$ cat src/design/assert_macros.svh
// Assertion macros used by the equalizer section cell.
// Simulation builds get concurrent checks; synthesis builds get empty bodies.
`ifndef ASSERT_MACROS_SVH
`define ASSERT_MACROS_SVH
`ifndef SYNTHESIS
`define ASSERT_PROP(lbl, clk_s, rstn_s, prop, msg) \
    lbl: assert property (@(posedge clk_s) disable iff (!rstn_s) (prop)) else $error(msg);
`define ASSERT_SAME(lbl, clk_s, rstn_s, ante, cons, msg) \
    lbl: assert property (@(posedge clk_s) disable iff (!rstn_s) (ante) |-> (cons)) \
        else $error(msg);
`define ASSERT_NEXT(lbl, clk_s, rstn_s, ante, cons, msg) \
    lbl: assert property (@(posedge clk_s) disable iff (!rstn_s) (ante) |=> (cons)) \
        else $error(msg);
`else
`define ASSERT_PROP(lbl, clk_s, rstn_s, prop, msg)
`define ASSERT_SAME(lbl, clk_s, rstn_s, ante, cons, msg)
`define ASSERT_NEXT(lbl, clk_s, rstn_s, ante, cons, msg)
`endif
`endif

$ cat src/design/tbeq_pkg.sv
`timescale 1ns / 1ps
// Package for the three-band equalizer: widths, register codes, types.
// No dependencies; used by tbeq_regs, tbeq_section and the top level.
package tbeq_pkg;

    localparam int SAMPLE_BITS_DEF    = 24;
    localparam int COEF_FRAC_BITS_DEF = 26;

    localparam int COEF_BITS      = 32;
    localparam int REG_BITS       = 64;
    localparam int NUM_REGS       = 8;
    localparam int REG_IDX_BITS   = $clog2(NUM_REGS);
    localparam int ADDR_LSB       = 3;
    localparam int PADDR_BITS     = REG_IDX_BITS + ADDR_LSB;
    localparam int TAPS           = 5;
    localparam int NUM_SECTIONS   = 3;
    localparam int NUM_COEFS      = TAPS * NUM_SECTIONS;
    localparam int ACC_GUARD_BITS = 3;
    localparam int STEP_BITS      = $clog2(TAPS + 1);

    // MAC step codes: one product per step, then a drain step
    localparam logic [STEP_BITS-1:0] TAP_B0    = STEP_BITS'(0);
    localparam logic [STEP_BITS-1:0] TAP_B1    = STEP_BITS'(1);
    localparam logic [STEP_BITS-1:0] TAP_B2    = STEP_BITS'(2);
    localparam logic [STEP_BITS-1:0] TAP_A1    = STEP_BITS'(3);
    localparam logic [STEP_BITS-1:0] TAP_A2    = STEP_BITS'(4);
    localparam logic [STEP_BITS-1:0] STEP_LAST = STEP_BITS'(TAPS);

    typedef logic signed [COEF_BITS-1:0] coef_t;
    typedef coef_t [TAPS-1:0]            sec_coefs_t;
    typedef coef_t [NUM_COEFS-1:0]       all_coefs_t;

    typedef enum logic [REG_IDX_BITS-1:0] {
        REG_LOW_B0_B1     = 3'd0,
        REG_LOW_B2_A1     = 3'd1,
        REG_LOW_A2_MID_B0 = 3'd2,
        REG_MID_B1_B2     = 3'd3,
        REG_MID_A1_A2     = 3'd4,
        REG_HIGH_B0_B1    = 3'd5,
        REG_HIGH_B2_A1    = 3'd6,
        REG_HIGH_A2       = 3'd7
    } reg_idx_t;

    typedef enum logic [1:0] {
        SEC_IDLE,
        SEC_MAC,
        SEC_ROUND
    } sec_state_t;

endpackage

$ cat src/design/tbeq_section.sv
`timescale 1ns / 1ps
// One direct-form-I biquad cell: own history, one serial multiplier, output register.
// Depends on tbeq_pkg and assert_macros.svh.
`include "assert_macros.svh"
module tbeq_section
    import tbeq_pkg::*;
#(
    parameter int SAMPLE_BITS    = SAMPLE_BITS_DEF,
    parameter int COEF_FRAC_BITS = COEF_FRAC_BITS_DEF
)
(
    input  logic                          clk,
    input  logic                          rst_n,
    input  sec_coefs_t                    coefs,
    input  logic                          in_valid,
    output logic                          in_ready,
    input  logic signed [SAMPLE_BITS-1:0] in_sample,
    input  logic                          in_clip,
    output logic                          out_valid,
    input  logic                          out_ready,
    output logic signed [SAMPLE_BITS-1:0] out_sample,
    output logic                          out_clip
);

    localparam int PROD_BITS = COEF_BITS + SAMPLE_BITS;
    localparam int ACC_BITS  = PROD_BITS + ACC_GUARD_BITS;
    localparam int QUOT_BITS = ACC_BITS - COEF_FRAC_BITS;
    localparam int HI_BITS   = QUOT_BITS - SAMPLE_BITS + 1;
    localparam logic signed [ACC_BITS-1:0] ACC_HALF = ACC_BITS'(1) << (COEF_FRAC_BITS - 1);
    localparam logic signed [SAMPLE_BITS-1:0] SAMPLE_MAX = {1'b0, {(SAMPLE_BITS-1){1'b1}}};
    localparam logic signed [SAMPLE_BITS-1:0] SAMPLE_MIN = {1'b1, {(SAMPLE_BITS-1){1'b0}}};

    sec_state_t                    state_reg, state_next;
    logic [STEP_BITS-1:0]          step_reg, step_next;
    logic signed [SAMPLE_BITS-1:0] x_reg, x_next;
    logic signed [SAMPLE_BITS-1:0] x1_reg, x1_next, x2_reg, x2_next;
    logic signed [SAMPLE_BITS-1:0] y1_reg, y1_next, y2_reg, y2_next;
    logic                          clip_reg, clip_next;
    logic signed [PROD_BITS-1:0]   prod_reg, prod_next;
    logic                          sub_reg, sub_next;
    logic signed [ACC_BITS-1:0]    acc_reg, acc_next;
    logic                          out_valid_reg, out_valid_next;
    logic signed [SAMPLE_BITS-1:0] out_sample_reg, out_sample_next;
    logic                          out_clip_reg, out_clip_next;

    coef_t                         coef_sel;
    logic signed [SAMPLE_BITS-1:0] opnd_sel;
    logic                          sub_sel;
    logic signed [ACC_BITS-1:0]    prod_ext;
    logic signed [QUOT_BITS-1:0]   quot;
    logic [HI_BITS-1:0]            quot_hi;
    logic                          fits;
    logic signed [SAMPLE_BITS-1:0] sat_sample;
    logic                          out_free;

    assign in_ready   = (state_reg == SEC_IDLE);
    assign out_valid  = out_valid_reg;
    assign out_sample = out_sample_reg;
    assign out_clip   = out_clip_reg;
    assign out_free   = !out_valid_reg || out_ready;

    // Operand select per step; feedback taps subtract
    always_comb
    begin
        case (step_reg)
            TAP_B0:
            begin
                coef_sel = coefs[0];
                opnd_sel = x_reg;
                sub_sel  = 1'b0;
            end
            TAP_B1:
            begin
                coef_sel = coefs[1];
                opnd_sel = x1_reg;
                sub_sel  = 1'b0;
            end
            TAP_B2:
            begin
                coef_sel = coefs[2];
                opnd_sel = x2_reg;
                sub_sel  = 1'b0;
            end
            TAP_A1:
            begin
                coef_sel = coefs[3];
                opnd_sel = y1_reg;
                sub_sel  = 1'b1;
            end
            TAP_A2:
            begin
                coef_sel = coefs[4];
                opnd_sel = y2_reg;
                sub_sel  = 1'b1;
            end
            default:
            begin
                coef_sel = '0;
                opnd_sel = '0;
                sub_sel  = 1'b0;
            end
        endcase
    end

    // Round: half LSB was preloaded, so a floor shift completes it
    assign prod_ext   = ACC_BITS'(prod_reg);
    assign quot       = acc_reg[ACC_BITS-1:COEF_FRAC_BITS];
    assign quot_hi    = quot[QUOT_BITS-1:SAMPLE_BITS-1];
    assign fits       = (&quot_hi) || !(|quot_hi);
    assign sat_sample = fits ? quot[SAMPLE_BITS-1:0]
                             : (quot[QUOT_BITS-1] ? SAMPLE_MIN : SAMPLE_MAX);

    always_comb
    begin
        state_next      = state_reg;
        step_next       = step_reg;
        x_next          = x_reg;
        x1_next         = x1_reg;
        x2_next         = x2_reg;
        y1_next         = y1_reg;
        y2_next         = y2_reg;
        clip_next       = clip_reg;
        acc_next        = acc_reg;
        // 32 x SAMPLE_BITS product, sized by the destination
        prod_next       = coef_sel * opnd_sel;
        sub_next        = sub_sel;
        out_valid_next  = out_valid_reg;
        out_sample_next = out_sample_reg;
        out_clip_next   = out_clip_reg;

        if (out_valid_reg && out_ready)
        begin
            out_valid_next = 1'b0;
        end

        case (state_reg)
            SEC_IDLE:
            begin
                if (in_valid)
                begin
                    x_next     = in_sample;
                    clip_next  = in_clip;
                    acc_next   = ACC_HALF;
                    step_next  = TAP_B0;
                    state_next = SEC_MAC;
                end
            end
            SEC_MAC:
            begin
                // accumulate the product issued one step earlier
                if (step_reg != TAP_B0)
                begin
                    acc_next = sub_reg ? (acc_reg - prod_ext) : (acc_reg + prod_ext);
                end
                if (step_reg == STEP_LAST)
                begin
                    state_next = SEC_ROUND;
                end
                else
                begin
                    step_next = step_reg + STEP_BITS'(1);
                end
            end
            SEC_ROUND:
            begin
                // hold the result until the output register frees up
                if (out_free)
                begin
                    out_valid_next  = 1'b1;
                    out_sample_next = sat_sample;
                    out_clip_next   = clip_reg || !fits;
                    x2_next         = x1_reg;
                    x1_next         = x_reg;
                    y2_next         = y1_reg;
                    y1_next         = sat_sample;
                    state_next      = SEC_IDLE;
                end
            end
            default:
            begin
                state_next = SEC_IDLE;
            end
        endcase
    end

    always_ff @(posedge clk or negedge rst_n)
    begin
        if (!rst_n)
        begin
            state_reg     <= SEC_IDLE;
            step_reg      <= TAP_B0;
            x1_reg        <= '0;
            x2_reg        <= '0;
            y1_reg        <= '0;
            y2_reg        <= '0;
            out_valid_reg <= 1'b0;
        end
        else
        begin
            state_reg     <= state_next;
            step_reg      <= step_next;
            x1_reg        <= x1_next;
            x2_reg        <= x2_next;
            y1_reg        <= y1_next;
            y2_reg        <= y2_next;
            out_valid_reg <= out_valid_next;
        end
    end

    always_ff @(posedge clk)
    begin
        x_reg          <= x_next;
        clip_reg       <= clip_next;
        prod_reg       <= prod_next;
        sub_reg        <= sub_next;
        acc_reg        <= acc_next;
        out_sample_reg <= out_sample_next;
        out_clip_reg   <= out_clip_next;
    end

    `ASSERT_NEXT(a_accept_starts_mac, clk, rst_n, in_valid && in_ready, state_reg == SEC_MAC && step_reg == TAP_B0, "accepted item did not start the MAC sequence")
    `ASSERT_SAME(a_step_bound, clk, rst_n, state_reg == SEC_MAC, step_reg <= STEP_LAST, "MAC step ran past the drain step")
    `ASSERT_NEXT(a_round_holds, clk, rst_n, state_reg == SEC_ROUND && out_valid_reg && !out_ready, state_reg == SEC_ROUND, "result left the cell while the output was blocked")
    `ASSERT_NEXT(a_history_update, clk, rst_n, state_reg == SEC_ROUND && out_free, y1_reg == out_sample_reg && x1_reg == $past(x_reg), "history not advanced with the delivered result")

endmodule
$ cat config.mk
export PLATFORM = sky130hd
export DESIGN_NAME = tbeq_section
export DESIGN_NICKNAME = d
export VERILOG_FILES = /design/src/design/tbeq_pkg.sv /design/src/design/tbeq_section.sv
export VERILOG_INCLUDE_DIRS = /design/src /design/src/design
export SDC_FILE = /design/constraint.sdc
export NUM_CORES = 2
export LEC_CHECK = 0
export ABC_CLOCK_PERIOD_IN_PS = 13000
export BUFFER_PORTS_ARGS = -buffer_cell sky130_fd_sc_hd__buf_2
export CAP_MARGIN = 20
export CORE_MARGIN = 3
export CORE_UTILIZATION = 50
export CTS_CLUSTER_DIAMETER = 200
export DETAILED_ROUTE_END_ITERATION = 12
export PLACE_DENSITY = 0.67
export SYNTH_ARGS = -nofsm -noshare
export SYNTH_HDL_FRONTEND = slang
export SYNTH_SLANG_ARGS = --single-unit
$ cat constraint.sdc
create_clock -name clk -period 13 [get_ports clk]
set_clock_uncertainty 0.15 [all_clocks]
set_input_delay 1.3 -clock clk [delete_from_list [all_inputs] [get_ports clk]]
set_output_delay 1.3 -clock clk [all_outputs]
set_load 0.02 [all_outputs]
==> results.json <==
{
  "grt_pass1_vias": 33300,
  "place_inst": 5758,
  "multi_input_area_mm2": 0.0306,
  "cp_max_fo": 33,
  "max_freq_mhz": 97.2,
  "cpPeakStageDelay_ns": 0.88,
  "ys_seq_elements": 268,
  "grt_pass1_wl_um": 189000,
  "yosys.area.top_type": "fa_1",
  "numPortBuffers": 215,
  "gr-usage-all-layers": 0.284,
  "h-tree-depth": 1,
  "vias": 32900,
  "worstSkewPairLatency_ns": 0.60,
  "cts_tree": "built",
  "regArea_mm2": 0.00697,
  "grt-ovfl-total": 0,
  "clk_path_buf_depth": 3,
  "reg2regPathDepth": 28,
  "setup_tns_ns": 0,
  "drive_gt1_frac": 0.0931,
  "totalWireLength_um": 122000,
  "die_x_um": 294,
  "cp-start-kind": "flop",
  "r2r_end": "prod_reg[53]$_DFF_P_",
  "drv_cap": 0,
  "std_cell_rows": 105,
  "yosysWarnings": 0,
  "post-dp-hpwl_um": 98400,
  "wl_per_cell_um": 20.9,
  "hold_depth": 2,
  "synth-edff-count": 109,
  "status": "finished clean",
  "worstPathArrival_ns": 10.68,
  "antenna_found_initial": 5,
  "dp_worst_setup_slack_ns": 2.76,
  "ctsHoldBuffers": 0,
  "synth_nets": 5806,
  "finalSetupViolations": 0,
  "post-route-period-util": 0.792,
  "cts-root-buf": "clkbuf_16",
  "num_io_pins": 216,
  "ys_types": 91,
  "min_from": "x_reg[11]$_DFFE_PP_",
  "initial_core_util": 0.506,
  "slew-limit-headroom": 0.214,
  "coreArea_mm2": 0.0822,
  "holdPathEnd": "x1_reg[11]$_DFFE_PN0P_",
  "area_growth_pct": 8.26,
  "final_max_slew_viol_count": 0,
  "cts.repair.resized": 0,
  "first_pass_iters": 6,
  "cts_made_buffers": 31,
  "grt_max_degree": 75,
  "critPathKind": "reg2reg",
  "place.gp.congestion": 0.961,
  "final_hold_viol_count": 0,
  "drc": 0,
  "syn_inst": 4619,
  "ant_nets": 0,
  "fillers": 7537,
  "drtIter0Drc": 2736,
  "post-route-min-period_ns": 10.29,
  "cp-startpoint": "step_reg[0]$_DFFE_PN0P_",
  "worstSetupEndpointType": "flop",
  "async_flop_share": 0.381,
  "worst_pin_slew_ns": 1.18,
  "largest_reg_flops": 59,
  "setup_ws_ns": 2.71,
  "ys.flop_type": "edfxtp_1",
  "avgSynthCellArea_um2": 9.00,
  "r2r_slack_ns": 2.71,
  "yosysSeqAreaShare": 0.168,
  "synth_top_cells_by_area": "fa_1 (38%), inv_1 (8.1%), edfxtp_1 (7.9%)",
  "reg2reg_from": "step_reg[0]$_DFFE_PN0P_",
  "cp.required_ns": 13.39,
  "avgViaCountPerCell": 5.64,
  "clock-sinks": 268,
  "slowest_stage": "fa_1",
  "layoutNonFillerInstCount": 5824,
  "die_h_um": 294,
  "path_clk_slew_ns": 0.07,
  "yosysTopAreaCellShare": 0.377,
  "cp_common_cell": "fa_1",
  "hold_path_class": "reg2reg",
  "final_nets": 5912,
  "cts_setup_buffers": 0,
  "synth_area_mm2": 0.0416,
  "die_area_mm2": 0.0867,
  "rsz0062_at_grt": "no"
}
[worst max-delay path, delay by kind of cell, from the launching register on]
| family | cells | cell delay, ns |
|---|---|---|
| fa+ha+maj | 9 | 5.07 |
| buf+inv | 8 | 1.65 |
| simple gates | 5 | 1.59 |
| compound gates | 6 | 1.30 |
| flops | 1 | 0.40 |
[Yosys cell counts, types with 57 or more instances]
cell type  number
inv_1         892
nand2_1       788
fa_1          784
nor2_1        384
ha_1          214
clkbuf_1      188
a21oi_1       133
xnor2_1       123
edfxtp_1      109
dfrtp_1       102
a21o_1         84
and2_1         68
o21ai_0        68
a22oi_1        59
dfxtp_1        57
[cell type report]
class,count,share of cell area
antenna,4,0.000222
clock buffer,36,0.0179
clock inverter,22,0.00545
inverter,894,0.0746
multi-input combinational,3243,0.680
sequential,268,0.155
tap,1070,0.0297
timing repair buffer,287,0.0374
[worst max path at each step]
stage | end | depth (start not counted)
floorplan | prod_reg[53]$_DFF_P_ | 31
global placement | prod_reg[53]$_DFF_P_ | 28
detailed placement | prod_reg[53]$_DFF_P_ | 28
CTS | prod_reg[53]$_DFF_P_ | 28
global route | prod_reg[53]$_DFF_P_ | 28
finish | prod_reg[53]$_DFF_P_ | 28
[kinds of logic after synthesis]
group                    Yosys count  synth area share
multiplexers                      28           0.00743
adder cells (fa/ha/maj)          998             0.442
flip-flops                       268             0.168
XOR/XNOR                         161            0.0339
buffers and inverters           1108             0.100
AO/OA/AOI/OAI                    607             0.102
AND/OR/NAND/NOR                 1449             0.147
[stage by stage]
stage / utilization / instance area (µm²) / hold WS (ns)
finish: 0.547 / 45000 / 0.321
global route: 0.547 / 45000 / 0.338
CTS: 0.546 / 44900 / 0.327
detailed placement: 0.533 / 43900 / 0.312
global placement: 0.533 / 43900 / 0.301
floorplan: - / 41600 / 0.292
[layout by cell type (no fill, tap or decap), types with 39 or more instances in the layout]
master	instances
a22oi_1	59
buf_2	214
edfxtp_1	109
o21ai_0	60
ha_1	211
a222oi_1	48
o21a_1	43
buf_4	69
fa_1	784
and2_1	67
nor2_1	384
a21o_1	84
dfxtp_1	56
nand2_1	788
dfrtp_1	101
nor3_1	39
xnor2_1	123
inv_1	892
a21oi_1	133
[routing by layer]
metal | global-route usage | vias up | share of wire
li1 | - | 14600 | -
met1 | 0.374 | 16700 | 0.40
met2 | 0.473 | 1302 | 0.48
met3 | 0.0393 | 272 | 0.072
met4 | 0.124 | 0 | 0.048
met5 | 0 | - | 0
Power is left out: the tool's default activity adds up to more than one toggle a clock period on the data nets, which glitch-free logic cannot reach.
